<file path="src/rtl/roller_shutter_motor_sequencer_core_macros.svh">
// Assertion macros shared by the sequencer RTL.
// Each macro samples on the rising edge of clk and is held off while rst_n is low.
`ifndef ROLLER_SHUTTER_MOTOR_SEQUENCER_CORE_MACROS_SVH
`define ROLLER_SHUTTER_MOTOR_SEQUENCER_CORE_MACROS_SVH

// Checks a property on every rising clock edge outside of reset.
`define RSM_ASSERT(label, prop, msg) \
    label: assert property (@(posedge clk) disable iff (!rst_n) (prop)) else $error(msg);

// Checks that a condition holds at any edge where the enabling expression is true.
`define RSM_ASSERT_IMPL(label, cond, prop, msg) \
    label: assert property (@(posedge clk) disable iff (!rst_n) (cond) |-> (prop)) \
        else $error(msg);

`endif

</file>
<file path="src/rtl/rsm_pkg.sv">
`default_nettype none

package rsm_pkg;

    // Full travel in percent steps; position 0 is fully up.
    localparam int FULL_TRAVEL_DEFAULT = 100;

    localparam int POS_W   = 7;
    localparam int TICK_W  = 16;
    localparam int CFG_A_W = 3;
    localparam int CFG_D_W = 16;

    // Reset values of the configuration registers.
    localparam logic [TICK_W-1:0] STEP_TICKS_RESET       = 16'd100;
    localparam logic [TICK_W-1:0] OVERTRAVEL_TICKS_RESET = 16'd1000;
    localparam logic              DRIVE_LEVEL_RESET      = 1'b1;

    typedef enum logic [2:0] {
        ST_DOWN      = 3'd0,
        ST_DOWN_X    = 3'd1,
        ST_MV_DOWN   = 3'd2,
        ST_STOPPED   = 3'd3,
        ST_MV_UP     = 3'd4,
        ST_UP_X      = 3'd5,
        ST_UP        = 3'd6
    } state_t;

    typedef enum logic [2:0] {
        OP_TICK = 3'd0,
        OP_DOWN = 3'd1,
        OP_UP   = 3'd2,
        OP_HALT = 3'd3,
        OP_GOTO = 3'd4
    } opcode_t;

    typedef enum logic [CFG_A_W-1:0] {
        CFG_STEP_TICKS_DOWN       = 3'd0,
        CFG_STEP_TICKS_UP         = 3'd1,
        CFG_OVERTRAVEL_TICKS_DOWN = 3'd2,
        CFG_OVERTRAVEL_TICKS_UP   = 3'd3,
        CFG_DRIVE_ACTIVE_LEVEL    = 3'd4
    } cfg_index_t;

    typedef struct packed {
        logic [2:0]       opcode;
        logic [POS_W-1:0] target_position;
    } rsm_in_t;

    typedef struct packed {
        logic             drive_open;
        logic             drive_close;
        logic [2:0]       machine_state;
        logic [POS_W-1:0] position;
        logic             state_changed;
        logic             position_report;
    } rsm_out_t;

    // Result of a command lookup: whether the state defines a move, and where to.
    typedef struct packed {
        logic   hit;
        state_t target;
    } trans_t;

    function automatic trans_t next_on_down(input state_t s);
        trans_t t;
        t.hit    = 1'b1;
        t.target = ST_MV_DOWN;
        unique case (s)
            ST_DOWN:                t.target = ST_DOWN_X;
            ST_DOWN_X, ST_MV_DOWN:  t.hit    = 1'b0;
            default:                t.target = ST_MV_DOWN;
        endcase
        return t;
    endfunction

    function automatic trans_t next_on_up(input state_t s);
        trans_t t;
        t.hit    = 1'b1;
        t.target = ST_MV_UP;
        unique case (s)
            ST_UP:              t.target = ST_UP_X;
            ST_MV_UP, ST_UP_X:  t.hit    = 1'b0;
            default:            t.target = ST_MV_UP;
        endcase
        return t;
    endfunction

    function automatic trans_t next_on_halt(input state_t s);
        trans_t t;
        t.hit    = 1'b1;
        t.target = ST_STOPPED;
        unique case (s)
            ST_DOWN_X:              t.target = ST_DOWN;
            ST_MV_DOWN, ST_MV_UP:   t.target = ST_STOPPED;
            ST_UP_X:                t.target = ST_UP;
            default:                t.hit    = 1'b0;
        endcase
        return t;
    endfunction

endpackage

`default_nettype wire

</file>
<file path="src/rtl/roller_shutter_motor_sequencer_core.sv">
`default_nettype none

// Roller shutter motor sequencer.
// Input channel (in_valid / in_stall / in_item) carries one item per handshake: a tick
// or a command (down, up, halt, go to position). Output channel (out_valid / out_stall /
// out_item) returns exactly one result item per input item, in order, with the relay
// levels, the machine state, the estimated position and the two report flags.
// An accepted item lands in an input register; when the update stage advances, the
// machine state is updated and the result is written to the output register. One
// item per cycle is sustained: the single update stage and the output register both
// turn over every cycle while out_stall is low.
// When the receiver stalls, the result holds in the output register, the input
// register keeps one more item, and in_stall rises only once both are occupied.
// Reset (rst_n low, asynchronous) empties both registers, puts the machine in the
// stopped state at position 0 with step counting off and both timers at zero, and
// loads the configuration defaults: 100 ticks per step, 1000 overtravel ticks, and
// an active-high relay level. Configuration writes (cfg_wr_en, cfg_addr, cfg_wdata)
// take effect at once and are expected only while no item is in flight.
module roller_shutter_motor_sequencer_core #(
    parameter int FULL_TRAVEL = rsm_pkg::FULL_TRAVEL_DEFAULT
) (
    input  wire logic                          clk,
    input  wire logic                          rst_n,
    input  wire logic                          in_valid,
    output logic                               in_stall,
    input  wire rsm_pkg::rsm_in_t              in_item,
    output logic                               out_valid,
    input  wire logic                          out_stall,
    output rsm_pkg::rsm_out_t                  out_item,
    input  wire logic                          cfg_wr_en,
    input  wire logic [rsm_pkg::CFG_A_W-1:0]   cfg_addr,
    input  wire logic [rsm_pkg::CFG_D_W-1:0]   cfg_wdata
);

    import rsm_pkg::*;

    localparam logic [POS_W-1:0] FULL_POS = POS_W'(FULL_TRAVEL);

    // Configuration registers.
    logic [TICK_W-1:0] step_down_reg;
    logic [TICK_W-1:0] step_up_reg;
    logic [TICK_W-1:0] ot_down_reg;
    logic [TICK_W-1:0] ot_up_reg;
    logic              level_reg;

    // Input register and output register of the single update stage.
    logic     in_valid_reg;
    rsm_in_t  in_item_reg;
    logic     out_valid_reg;
    rsm_out_t out_item_reg;

    // Machine state.
    state_t            state_reg, state_next;
    logic [POS_W-1:0]  pos_reg, pos_next;
    logic [POS_W-1:0]  rem_reg, rem_next;
    logic              active_reg, active_next;
    logic [TICK_W-1:0] step_tmr_reg, step_tmr_next;
    logic [TICK_W-1:0] ot_tmr_reg, ot_tmr_next;

    logic     advance;
    logic     process;
    logic     changed_next;
    logic     report_next;
    rsm_out_t out_item_next;

    // The update stage moves whenever the output register is empty or being drained.
    assign advance   = !out_valid_reg || !out_stall;
    assign process   = in_valid_reg && advance;
    assign in_stall  = in_valid_reg && !advance;
    assign out_valid = out_valid_reg;
    assign out_item  = out_item_reg;

    always_ff @(posedge clk or negedge rst_n)
    begin
        if (!rst_n)
        begin
            step_down_reg <= STEP_TICKS_RESET;
            step_up_reg   <= STEP_TICKS_RESET;
            ot_down_reg   <= OVERTRAVEL_TICKS_RESET;
            ot_up_reg     <= OVERTRAVEL_TICKS_RESET;
            level_reg     <= DRIVE_LEVEL_RESET;
        end
        else if (cfg_wr_en)
        begin
            unique case (cfg_addr)
                CFG_STEP_TICKS_DOWN:       step_down_reg <= cfg_wdata;
                CFG_STEP_TICKS_UP:         step_up_reg   <= cfg_wdata;
                CFG_OVERTRAVEL_TICKS_DOWN: ot_down_reg   <= cfg_wdata;
                CFG_OVERTRAVEL_TICKS_UP:   ot_up_reg     <= cfg_wdata;
                CFG_DRIVE_ACTIVE_LEVEL:    level_reg     <= cfg_wdata[0];
                default:
                begin
                end
            endcase
        end
    end

    // Next machine state: at most one state entry per item. The first half works
    // out which entry (if any) the item causes and what it does to the count and
    // the timers beforehand; the second half applies the entry effects.
    always_comb
    begin
        trans_t           tr;
        logic [POS_W-1:0] tgt;
        logic             moving;

        tr            = '{hit: 1'b0, target: ST_STOPPED};
        tgt           = in_item_reg.target_position;
        moving        = (state_reg == ST_MV_DOWN) || (state_reg == ST_MV_UP);
        state_next    = state_reg;
        pos_next      = pos_reg;
        rem_next      = rem_reg;
        active_next   = active_reg;
        step_tmr_next = step_tmr_reg;
        ot_tmr_next   = ot_tmr_reg;
        changed_next  = 1'b0;
        report_next   = 1'b0;

        unique case (in_item_reg.opcode)
            OP_TICK:
            begin
                if (moving)
                begin
                    if (pos_reg == '0 || pos_reg == FULL_POS)
                    begin
                        tr.hit    = 1'b1;
                        tr.target = (state_reg == ST_MV_DOWN) ? ST_DOWN_X : ST_UP_X;
                    end
                    else if (active_reg && rem_reg == '0)
                    begin
                        tr.hit    = 1'b1;
                        tr.target = ST_STOPPED;
                    end
                    else if (step_tmr_reg <= TICK_W'(1))
                    begin
                        step_tmr_next = '0;
                        tr.hit        = 1'b1;
                        tr.target     = state_reg;
                    end
                    else
                    begin
                        step_tmr_next = step_tmr_reg - TICK_W'(1);
                    end
                end
                else if (state_reg == ST_DOWN_X || state_reg == ST_UP_X)
                begin
                    if (ot_tmr_reg <= TICK_W'(1))
                    begin
                        ot_tmr_next = '0;
                        tr.hit      = 1'b1;
                        tr.target   = (state_reg == ST_DOWN_X) ? ST_DOWN : ST_UP;
                    end
                    else
                    begin
                        ot_tmr_next = ot_tmr_reg - TICK_W'(1);
                    end
                end
            end
            OP_DOWN:
            begin
                active_next = 1'b0;
                tr          = next_on_down(state_reg);
            end
            OP_UP:
            begin
                active_next = 1'b0;
                tr          = next_on_up(state_reg);
            end
            OP_HALT:
            begin
                active_next = 1'b0;
                tr          = next_on_halt(state_reg);
            end
            OP_GOTO:
            begin
                // The ends never count as reached, so a target at either end always issues its command.
                if (tgt > pos_reg || tgt == FULL_POS)
                begin
                    rem_next    = tgt - pos_reg;
                    active_next = 1'b1;
                    tr          = next_on_down(state_reg);
                end
                else if (tgt < pos_reg || tgt == '0)
                begin
                    rem_next    = pos_reg - tgt;
                    active_next = 1'b1;
                    tr          = next_on_up(state_reg);
                end
            end
            default:
            begin
            end
        endcase

        if (tr.hit)
        begin
            state_next   = tr.target;
            changed_next = 1'b1;
            unique case (tr.target)
                ST_DOWN_X:
                    ot_tmr_next = ot_down_reg;
                ST_MV_DOWN:
                begin
                    step_tmr_next = step_down_reg;
                    if (active_next && rem_next != '0)
                        rem_next = rem_next - POS_W'(1);
                    if (pos_reg < FULL_POS)
                        pos_next = pos_reg + POS_W'(1);
                    report_next = !pos_next[0];
                end
                ST_STOPPED:
                    report_next = 1'b1;
                ST_MV_UP:
                begin
                    step_tmr_next = step_up_reg;
                    if (active_next && rem_next != '0)
                        rem_next = rem_next - POS_W'(1);
                    if (pos_reg != '0)
                        pos_next = pos_reg - POS_W'(1);
                    report_next = !pos_next[0];
                end
                ST_UP_X:
                    ot_tmr_next = ot_up_reg;
                default:
                begin
                end
            endcase
        end
    end

    // Result item: relay levels follow the state just reached.
    always_comb
    begin
        logic drive_up;
        logic drive_down;

        drive_up   = (state_next == ST_MV_UP) || (state_next == ST_UP_X);
        drive_down = (state_next == ST_MV_DOWN) || (state_next == ST_DOWN_X);
        out_item_next.drive_open      = drive_up ? level_reg : !level_reg;
        out_item_next.drive_close     = drive_down ? level_reg : !level_reg;
        out_item_next.machine_state   = state_next;
        out_item_next.position        = pos_next;
        out_item_next.state_changed   = changed_next;
        out_item_next.position_report = report_next;
    end

    always_ff @(posedge clk or negedge rst_n)
    begin
        if (!rst_n)
        begin
            in_valid_reg  <= 1'b0;
            out_valid_reg <= 1'b0;
            state_reg     <= ST_STOPPED;
            pos_reg       <= '0;
            rem_reg       <= '0;
            active_reg    <= 1'b0;
            step_tmr_reg  <= '0;
            ot_tmr_reg    <= '0;
        end
        else
        begin
            if (!in_stall)
                in_valid_reg <= in_valid;
            if (advance)
                out_valid_reg <= in_valid_reg;
            if (process)
            begin
                state_reg    <= state_next;
                pos_reg      <= pos_next;
                rem_reg      <= rem_next;
                active_reg   <= active_next;
                step_tmr_reg <= step_tmr_next;
                ot_tmr_reg   <= ot_tmr_next;
            end
        end
    end

    always_ff @(posedge clk)
    begin
        if (!in_stall && in_valid)
            in_item_reg <= in_item;
        if (process)
            out_item_reg <= out_item_next;
    end

`include "roller_shutter_motor_sequencer_core_macros.svh"

    `RSM_ASSERT(a_pos_in_range, pos_reg <= FULL_POS, "position left the travel range")
    `RSM_ASSERT_IMPL(a_relays_exclusive, out_valid_reg,
        !(out_item_reg.drive_open == level_reg && out_item_reg.drive_close == level_reg),
        "both relays driven active")
    `RSM_ASSERT_IMPL(a_stop_reports, out_valid_reg && out_item_reg.state_changed &&
        out_item_reg.machine_state == ST_STOPPED, out_item_reg.position_report,
        "entry to stopped without a position report")
    `RSM_ASSERT(a_change_flagged,
        (process && state_next != state_reg) |=> out_item_reg.state_changed,
        "state moved without the changed flag")

endmodule

`default_nettype wire
</file>
<file path="config.mk">
export PLATFORM = sky130hd
export DESIGN_NAME = roller_shutter_motor_sequencer_core
export DESIGN_NICKNAME = d
export VERILOG_FILES = /design/src/rtl/rsm_pkg.sv /design/src/rtl/roller_shutter_motor_sequencer_core.sv
export VERILOG_INCLUDE_DIRS = /design/src /design/src/rtl
export SDC_FILE = /design/constraint.sdc
export NUM_CORES = 1
export LEC_CHECK = 0
export BUFFER_PORTS_ARGS = -buffer_cell sky130_fd_sc_hd__buf_2
export CAP_MARGIN = 40
export CORE_MARGIN = 2
export CORE_UTILIZATION = 55
export DETAILED_ROUTE_END_ITERATION = 8
export PLACE_DENSITY = 0.8
export SYNTH_ARGS = -nofsm -noshare
export SYNTH_HDL_FRONTEND = slang
export SYNTH_SLANG_ARGS = --single-unit
export TNS_END_PERCENT = 10
</file>
<file path="constraint.sdc">
create_clock -name clk -period 4.9 [get_ports clk]
set_clock_uncertainty 0.2 [all_clocks]
set_input_delay 0.98 -clock clk [delete_from_list [all_inputs] [get_ports clk]]
set_output_delay 0.98 -clock clk [all_outputs]
set_load 0.1 [all_outputs]
</file>
==> impl_metrics.csv, run 1 <==
group,metric,value,unit
pwr,p_total,0.005019,W
synthesis,synth_area_leader_cell,"dfrtp_1",
sta,final-setup-viol-count,0,
place,port_buffers,49,
synthesis,synth_top_area_frac,0.2790,
sta,fin_crit,4544,ps
synthesis,ys_warn_count,0,
hold_path,min_path_cells,1,
worst_setup_path,crit-reg2reg-launch,"pos_reg[3]$_DFFE_PN0P_",
die,core_area,15260,um2
clocking,h-tree-depth,4,
finish,final_cell_mix,"dfrtp_1, nand2_1, mux2_2",
drt,drt-initial-drc-count,788,
finish,area_growth,12.02,%
clocking,clkSlewWorstSetupHoldPaths,70,ps
drt,wl_per_cell,19.04,um
clocking,clock-root-buffer,"clkbuf_16",
synthesis,seq_area_frac_synth,0.4268,
status,outcome,"finished, final reports clean",
sta,setup_tns,0,ps
die,initial_core_util,0.5642,
pwr,clkPwrFrac,0.254,
worst_setup_path,arrival,4670,ps
drt,drc,0,
global_routing,gr-total-overflow,0,
pwr,power_frac_comb,0.363,
global_routing,antenna_found_initial,0,
global_routing,grt_pass1_wl,35.91,mm
synthesis,synth.area.top_cells,"dfrtp_1, mux2_2, edfxtp_1",
global_routing,grt_usage,0.2751,
synthesis,async_reset_ff_frac,0.8298,
die,dieArea,16670,um2
synthesis,syn_nets,947,
synthesis,syn_avg_cell_area,9.674,um2
worst_setup_path,crit_slowest_cell,"or3b_2",
die,pin_count,50,
pwr,vdd_ir_drop_max,312.8,uV
synthesis,synth_edf_count,24,
job,maxCapViolCount,0,
pwr,sequentialPowerShare,0.383,
clocking,cts_resized,0,
clocking,cts_made_buffers,17,
sta,fmax,220.1,MHz
place,gp_congestion,0.9193,
worst_setup_path,r2r_slack,360,ps
finish,layout_commonest_cell,"dfrtp_1",
synthesis,yosys.area_share.simple,0.1695,
worst_setup_path,critPathRequiredTime,5030,ps
synthesis,mappedNetlistArea,8610,um2
synthesis,synth_top_family_by_area,"compound AO/OA/AOI/OAI gates",
sta,min_period_over_period,0.9273,
synthesis,netlist_instances,890,
sta,worst_pin_slew,898.3,ps
worst_setup_path,path_class,"flip-flop to flip-flop",
sta,final_max_slew_viol_count,0,
die,rows,45,
synthesis,synth-adder-area-share,0.03517,
worst_setup_path,crit_chain,"ha_1, nand3_1, or3_1, a311oi_1, nand2b_1, o22ai_2, xnor2_1, or3b_2, buf_4, a221o_1, a22o_1",
worst_setup_path,worstPathMaxFanout,17,
worst_setup_path,start_kind,"flip-flop",
sta,hold_viol_final,0,
pwr,p_switching,0.002068,W
clocking,postCtsSetupBuffers,0,
synthesis,muxShareOfSynthArea,0.09810,
clocking,clock-sinks,141,
worst_setup_path,reg2reg_to,"step_tmr_reg[6]$_DFFE_PN0P_",
drt,vias_per_cell,6.391,
pwr,netSwitchingFraction,0.4119,
pwr,p_int,0.002951,W
global_routing,first_global_vias,6921,
drt,ant_nets,0,
worst_setup_path,crit_path_end_kind,"flip-flop",
clocking,tritoncts,"yes",
synthesis,synth_ff_type,"dfrtp_1",
drt,vias,7350,
pwr,power_density,520.4,nW/um2
place,hpwl,15.33,mm
drt,drtPass1Iterations,8,
die,die_x,129.1,um
clocking,clock_latency,440,ps
synthesis,synthXorXnorAreaFrac,0.01017,
worst_setup_path,cp-endpoint,"step_tmr_reg[6]$_DFFE_PN0P_",
synthesis,synth_compound_gate_area_share,0.2178,
worst_setup_path,startpoint,"pos_reg[3]$_DFFE_PN0P_",
worst_setup_path,r2r_cells,11,
worst_setup_path,max_stage_delay,660,ps
synthesis,yosys_register_bits,141,
pwr,p_leak,3.963,nW
clocking,cts.path.max_buffers,2,
finish,layout-drive-gt1-share,0.2322,
finish,nets,983,
die,dieHeight,129.1,um
synthesis,synth_cell_types,84,
sta,slew_headroom,0.4005,
drt,drt-total-wl,21.90,mm
hold_path,min-delay-path-class,"flip-flop to flip-flop",
sta,rsz0062_at_grt,"false",
global_routing,grt_max_degree,68,
finish,antenna_cells,0,
clocking,cts.hold.buffers_added,0,
## cell usage after synthesis (5+ instances only)
| cell type | count |
|---|---|
| dfrtp_1 | 96 |
| nand2_1 | 92 |
| mux2_2 | 67 |
| o21ai_0 | 59 |
| a21oi_1 | 53 |
| nor2_1 | 46 |
| clkbuf_1 | 36 |
| inv_1 | 36 |
| nor3_1 | 29 |
| nand3_1 | 26 |
| edfxtp_1 | 24 |
| dfstp_2 | 21 |
| ha_1 | 21 |
| buf_2 | 13 |
| a211oi_1 | 12 |
| a22oi_1 | 12 |
| nor4_1 | 11 |
| a31oi_1 | 10 |
| a22o_1 | 9 |
| and2_1 | 9 |
| and3_1 | 9 |
| mux2i_1 | 9 |
| nor2b_1 | 9 |
| or3_1 | 9 |
| a211o_1 | 8 |
| o211ai_1 | 8 |
| o31ai_1 | 8 |
| nand4_1 | 7 |
| o22ai_1 | 7 |
| a21o_1 | 6 |
| a221o_1 | 6 |
| a32oi_1 | 6 |
| nand2b_1 | 6 |
| o22a_1 | 5 |
| xnor2_1 | 5 |
| xor2_1 | 5 |
## worst max-delay path, delay by kind of cell, from the launching register on
kind,cells,cell delay (ps)
buf+inv,1,280
fa+ha+maj,1,540
xor+xnor,1,250
simple gates,4,1570
compound gates,4,1080
flops,1,490
## power groups by stage
stage / Sequential [W] / Clock, W / Combinational, W
after global placement: 0.00191 / 0 / 0.00175
final: 0.00192 / 0.00127 / 0.00182
after detailed placement: 0.00192 / 0 / 0.00178
after floorplan: 0.00199 / 0 / 0.00124
after global routing: 0.00197 / 0.00134 / 0.00201
after CTS: 0.00191 / 0.00129 / 0.00180
## stage by stage
stage / area, um2 / worst slack [ps] / hold WS, ps / util / cells
after floorplan: 8610 / 1069 / 257.2 / - / 890
after global placement: 9056 / 462.6 / 281.8 / 0.5935 / 1118
after detailed placement: 9056 / 377.3 / 279.6 / 0.5935 / 1118
after CTS: 9642 / 371.8 / 297.6 / 0.6319 / 1150
after global routing: 9644 / 65.45 / 320.9 / 0.6321 / 1150
final: 9644 / 356.2 / 298.7 / 0.6321 / 1150
## logic make-up after synthesis
family,after synthesis
multiplexers,76
AND/OR/NAND/NOR,285
flip-flops,141
AO/OA/AOI/OAI,266
buffers and inverters,89
XOR/XNOR,10
adder cells (fa/ha/maj),23
## worst min-delay path by stage
stage	slack, ps	startpoint	end
after floorplan	260	active_reg$_DFFE_PN0P_	active_reg$_DFFE_PN0P_
after global placement	280	ot_tmr_reg[5]$_DFFE_PN0P_	ot_tmr_reg[5]$_DFFE_PN0P_
after detailed placement	280	ot_tmr_reg[5]$_DFFE_PN0P_	ot_tmr_reg[5]$_DFFE_PN0P_
after CTS	300	ot_tmr_reg[5]$_DFFE_PN0P_	ot_tmr_reg[5]$_DFFE_PN0P_
after global routing	320	step_down_reg[12]$_DFFE_PN0P_	step_down_reg[12]$_DFFE_PN0P_
final	300	ot_tmr_reg[5]$_DFFE_PN0P_	ot_tmr_reg[5]$_DFFE_PN0P_
## layout make-up
| type | instances | area [um2] |
|---|---|---|
| fillers | 1236 | 5614 |
| flip-flops and latches | 141 | 3675 |
| clock inverters | 14 | 135.1 |
| multi-input cells | 660 | 4579 |
| well taps | 211 | 264.0 |
| inverters | 36 | 135.1 |
| clock buffers | 18 | 450.4 |
| repair buffers | 70 | 405.4 |
## routing by layer
layer | track usage | vias to the layer above | wire [um]
met4 | 0.09079 | 0 | 546
met5 | 0 | - | 0
met3 | 0.05161 | 55 | 1413
met1 | 0.3845 | 3547 | 9467
met2 | 0.4353 | 317 | 10470
li1 | - | 3431 | -
(Power assumes the default switching activity.)
==> run 2: changes to the inputs <==
==> constraint.sdc (replaced) <==
create_clock -name clk -period 4.49 [get_ports clk]
set_clock_uncertainty 0.2 [all_clocks]
set_input_delay 0.449 -clock clk [delete_from_list [all_inputs] [get_ports clk]]
set_output_delay 0.449 -clock clk [all_outputs]
set_load 0.1 [all_outputs]
==> run 2 against run 1 <==
  * Sequential cell count unchanged
  * Power rose by 11%
  * Clock power increased by 9%
  * Core utilization increased by 1.7 points
  * Final area increased by 2.7%
  * Routed wire length up 5.6%
  * Via count grew 2.2%
  * Critical path type unchanged
==> impl_metrics.csv, run 2 (same netlist as run 1, synthesis figures left out) <==
group,metric,value,unit
clocking,cts.path.max_buffers,2,
die,dieArea,16670,um2
global_routing,grt_max_degree,66,
sta,final-setup-viol-count,0,
worst_setup_path,crit_chain,"ha_2, nand3_1, or3_1, a311oi_2, nand2b_1, o22ai_2, xnor2_1, or3b_1, buf_4, a221o_1, a22o_1",
drt,drc,0,
die,pin_count,50,
worst_setup_path,arrival,4290,ps
die,core_area,15260,um2
global_routing,first_global_vias,7124,
job,maxCapViolCount,0,
sta,slew_headroom,0.4128,
worst_setup_path,start_kind,"flip-flop",
clocking,h-tree-depth,4,
sta,final_max_slew_viol_count,0,
clocking,cts_made_buffers,17,
die,dieHeight,129.1,um
place,post-place-ws,211.2,ps
pwr,vdd_ir_drop_max,388.3,uV
drt,wl_per_cell,19.64,um
pwr,p_leak,4.089,nW
finish,area_growth,15.08,%
pwr,p_total,0.005565,W
finish,layout_commonest_cell,"dfrtp_1",
sta,rsz0062_at_grt,"false",
drt,ant_nets,0,
clocking,clkSlewWorstSetupHoldPaths,60,ps
sta,worst_slack,327.8,ps
finish,nets,1011,
drt,vias_per_cell,6.377,
die,die_x,129.1,um
global_routing,grt_usage,0.2900,
worst_setup_path,crit_family,"simple AND/OR/NAND/NOR gates",
finish,layout-drive-gt1-share,0.2410,
sta,min_period_over_period,0.9270,
drt,drt-total-wl,23.13,mm
place,port_buffers,49,
sta,hold_viol_final,0,
worst_setup_path,crit_slowest_cell,"ha_2",
place,gp_congestion,0.9015,
clocking,clock_latency,440,ps
drt,drt-initial-drc-count,678,
sta,setup_tns,0,ps
finish,final_cell_mix,"dfrtp_1, nand2_1, mux2_2",
drt,drtPass1Iterations,5,
hold_path,min-delay-path-class,"input pin to flip-flop",
finish,final_cell_area,9908,um2
sta,worst_pin_slew,879.8,ps
worst_setup_path,critPathRequiredTime,4620,ps
drt,vias,7512,
die,rows,45,
finish,fillerInstances,1206,
sta,fmax,240.3,MHz
worst_setup_path,worstPathMaxFanout,14,
pwr,power_density,561.6,nW/um2
place,postPlaceCellArea,9204,um2
clocking,clock-sinks,141,
worst_setup_path,crit_buf_inv,1,
worst_setup_path,max_stage_delay,530,ps
finish,antenna_cells,0,
sta,fin_crit,4162,ps
clocking,clock-root-buffer,"clkbuf_16",
place,hpwl,15.97,mm
sta,fin_hold_ws,24.08,ps
clocking,tritoncts,"yes",
global_routing,grt_pass1_wl,37.38,mm
global_routing,antenna_found_initial,0,
status,outcome,"finished, final reports clean",
worst_setup_path,crit_path_end_kind,"flip-flop",
die,initial_core_util,0.5642,
worst_setup_path,path_class,"flip-flop to flip-flop",
global_routing,gr-total-overflow,0,
-- run 2: cell types whose count changed in the layout (fill, tap and decap cells not counted), sizes merged --
cell	change
clkinvlp	+1
buf	+17
bufinv	+1
dlygate4sd3	+11
inv	-4
clkbuf	+2
-- run 2: worst register-to-register path, delay by kind of cell (launching register included) --
kind | cells | cell delay [ps]
AND/OR/NAND/NOR | 4 | 1380
AO/OA/AOI/OAI | 4 | 1020
XOR/XNOR | 1 | 200
adder cells (fa/ha/maj) | 1 | 530
buffers and inverters | 1 | 240
flip-flops | 1 | 480
-- run 2: path summary, 6_finish.rpt --
path / start / end / slack (ps) / cells after the start
worst max-delay path: pos_reg[2]$_DFFE_PN0P_ / step_tmr_reg[6]$_DFFE_PN0P_ / 330 / 11
worst min-delay path: in_valid / in_valid_reg$_DFFE_PN0N_ / 20 / 2
worst max register to register: pos_reg[2]$_DFFE_PN0P_ / step_tmr_reg[6]$_DFFE_PN0P_ / 330 / 11
worst min register to register: ot_up_reg[2]$_DFFE_PN0P_ / ot_up_reg[2]$_DFFE_PN0P_ / 310 / 1
max in group asynchronous: rst_n / ot_down_reg[7]$_DFFE_PN1P_ / 3050 / 4
min in group asynchronous: rst_n / pos_reg[6]$_DFFE_PN0P_ / 180 / 2
-- run 2: repair_timing --
item,in CTS,in global routing
hold buffers,11,0
resized for setup,0,3
hold endpoints to repair,75,0
buffers inserted,0,1
endpoints found under the setup margin,0,25
-- run 2: routing by layer --
metal	up-vias	global-route usage	share of wire
li1	3481	-	-
met1	3600	0.3822	0.41
met2	356	0.4721	0.48
met3	75	0.05739	0.074
met4	0	0.1183	0.037
met5	-	0	0
-- run 2: stage by stage --
step | utilization | instances
finish | 0.6494 | 1178
global route | 0.6494 | 1178
CTS | 0.6479 | 1177
detailed placement | 0.6032 | 1134
global placement | 0.6007 | 1131
floorplan | - | 890
-- run 2: area by class of cell --
| cell class | count | area (um2) | share of cell area |
|---|---|---|---|
| inverter | 36 | 135.1 | 0.01364 |
| clock inverter | 12 | 125.1 | 0.01263 |
| timing repair buffer | 98 | 670.6 | 0.06769 |
| clock buffer | 20 | 446.7 | 0.04508 |
| sequential | 141 | 3675 | 0.3709 |
| multi-input combinational | 660 | 4592 | 0.4634 |
| tap | 211 | 264.0 | 0.02664 |
-- run 2: power breakdown --
group	switching, W	leakage [nW]	internal, W
logic	0.00129	2.19	0.000794
clock network	0.000588	0.279	0.000790
registers	0.000385	1.62	0.00171
==> run 3: changes to the inputs <==
- GPL_TIMING_DRIVEN: default -> 0
- HOLD_SLACK_MARGIN: default -> 0.12
==> run 3 against run 2 <==
  * Power grew 1.1%
  * Critical path depth increased by 2
  * Worst hold slack improved by 140 ps
  * Sequential cell count unchanged
  * Critical path type unchanged
  * Core utilization grew 1.2 points
  * Non-clock buffer count grew 37
  * Combinational power about the same
  * Via count grew 4.0%
  * Largest cell class unchanged
  * Sequential power decreased by 2%
==> impl_metrics.csv, run 3 (same netlist as run 1, synthesis figures left out) <==
group,metric,value,unit
drt,vias_per_cell,6.432,
worst_setup_path,worst_path_most_repeated_cell,"buf_2",
pwr,power_density,557.3,nW/um2
finish,final_cell_mix,"dfrtp_1, nand2_1, mux2_2",
clocking,cts_made_buffers,17,
die,rows,45,
finish,finalNonFillerCells,1215,
drt,drt-initial-drc-count,873,
place,port_buffers,49,
worst_setup_path,r2r_cells,13,
clocking,tritoncts,"yes",
place,postPlaceCellArea,9169,um2
place,dpl.cell_count,1153,
sta,fin_hold_ws,165.1,ps
sta,setup_tns,0,ps
die,core_area,15260,um2
finish,antenna_cells,0,
job,maxCapViolCount,0,
worst_setup_path,crit_family,"simple AND/OR/NAND/NOR gates",
clocking,clock-root-buffer,"clkbuf_16",
worst_setup_path,cp_num_cells,13,
sta,final_max_slew_viol_count,0,
clocking,clock_latency,440,ps
worst_setup_path,max_stage_delay,480,ps
worst_setup_path,crit_chain,"inv_1, ha_1, nand2_1, or3_1, a311oi_2, nand2b_1, buf_2, o22ai_2, xnor2_1, or3b_1, buf_2, nor2_1, a221oi_1",
sta,min_period_over_period,0.9695,
drt,vias,7815,
finish,layout-drive-gt1-share,0.2141,
finish,nets,1048,
worst_setup_path,path_class,"flip-flop to flip-flop",
worst_setup_path,worstPathMaxFanout,10,
die,pin_count,50,
worst_setup_path,arrival,4430,ps
finish,layout_commonest_cell,"dfrtp_1",
worst_setup_path,reg2reg_to,"step_tmr_reg[9]$_DFFE_PN0P_",
hold_path,min-delay-path-class,"input pin to flip-flop",
die,dieArea,16670,um2
sta,worst_pin_slew,864.1,ps
global_routing,grt_usage,0.2992,
die,die_x,129.1,um
place,gp_congestion,0.9301,
clocking,cts.path.max_buffers,2,
worst_setup_path,start_kind,"flip-flop",
sta,final-setup-viol-count,0,
drt,drc,0,
pwr,p_leak,4.129,nW
global_routing,grt_max_degree,92,
drt,drt-total-wl,24.38,mm
sta,slew_headroom,0.4148,
die,dieHeight,129.1,um
clocking,h-tree-depth,4,
worst_setup_path,crit_path_end_kind,"flip-flop",
sta,fmax,229.7,MHz
worst_setup_path,crit_buf_inv,3,
drt,wl_per_cell,20.06,um
worst_setup_path,startpoint,"pos_reg[6]$_DFFE_PN0P_",
worst_setup_path,r2r_slack,140,ps
place,hpwl,17.00,mm
global_routing,antenna_found_initial,0,
finish,final_cell_area,10090,um2
status,outcome,"finished, final reports clean",
clocking,clock-sinks,141,
worst_setup_path,crit-reg2reg-launch,"pos_reg[6]$_DFFE_PN0P_",
worst_setup_path,crit_slowest_cell,"dfrtp_2",
die,initial_core_util,0.5642,
global_routing,grt_pass1_wl,38.34,mm
finish,utilization,0.6614,
pwr,vdd_ir_drop_max,386.2,uV
drt,drtPass1Iterations,5,
worst_setup_path,cp-endpoint,"step_tmr_reg[9]$_DFFE_PN0P_",
drt,ant_nets,0,
global_routing,gr-total-overflow,0,
global_routing,first_global_vias,7425,
clocking,clkSlewWorstSetupHoldPaths,70,ps
sta,fin_crit,4353,ps
worst_setup_path,critPathRequiredTime,4560,ps
sta,hold_viol_final,0,
finish,area_growth,17.22,%
sta,rsz0062_at_grt,"false",
[run 3: cell count changes in the layout (fill, tap and decap cells not counted), sizes merged]
cell         before  now
dlygate4sd3      11   29
clkinv            3    5
bufinv            1    2
buf              87   71
clkbuf           20   52
[run 3: worst min path at each step]
stage / startpoint / to / cells past startpoint
5_1_grt: cfg_wdata[0] / step_up_reg[0]$_DFFE_PN0P_ / 2
4_1_cts: cfg_wdata[0] / step_up_reg[0]$_DFFE_PN0P_ / 2
6_report: cfg_wdata[0] / step_up_reg[0]$_DFFE_PN0P_ / 2
3_3_place_gp: in_valid_reg$_DFFE_PN0N_ / out_valid$_DFFE_PN0N_ / 1
2_1_floorplan: rst_n / active_reg$_DFFE_PN0P_ / 0
3_5_place_dp: rst_n / pos_reg[5]$_DFFE_PN0P_ / 1
[run 3: per-stage QoR]
step	worst slack (ps)	power [W]
after floorplan	658.6	0.003525
final	137.0	0.005625
after CTS	-24.27	0.005566
after detailed placement	-52.11	0.004076
after global placement	-77.50	0.004006
after global routing	24.92	0.005903
[run 3: routing by layer]
| layer | track usage | wire, um | vias to the layer above |
|---|---|---|---|
| met4 | 0.1381 | 935 | 0 |
| li1 | - | - | 3568 |
| met2 | 0.4935 | 11750 | 392 |
| met5 | 0 | 0 | - |
| met3 | 0.06565 | 1857 | 85 |
| met1 | 0.3780 | 9835 | 3770 |
[run 3: repair_timing]
item,in CTS,in global routing
setup endpoints to repair,19,49
endpoints found under the hold margin,135,0
resized for setup,2,1
buffers inserted,0,2
hold buffers,29,0
pin swaps,0,1
[run 3: power breakdown]
part	leakage, nW	switching, W	internal (W)
logic	2.22	0.00135	0.000773
registers	1.62	0.000334	0.00171
clock network	0.296	0.000623	0.000837
total	4.13	0.00230	0.00332
[run 3: final cells by class]
cell class	count	area, um2
Sequential cell	141	3676
Fill cell	1185	5166
Timing Repair Buffer	83	600.6
Multi-Input combinational cell	660	4586
Tap cell	211	264.0
Clock inverter	15	178.9
Inverter	36	135.1
Clock buffer	17	425.4
Buffer	52	226.5
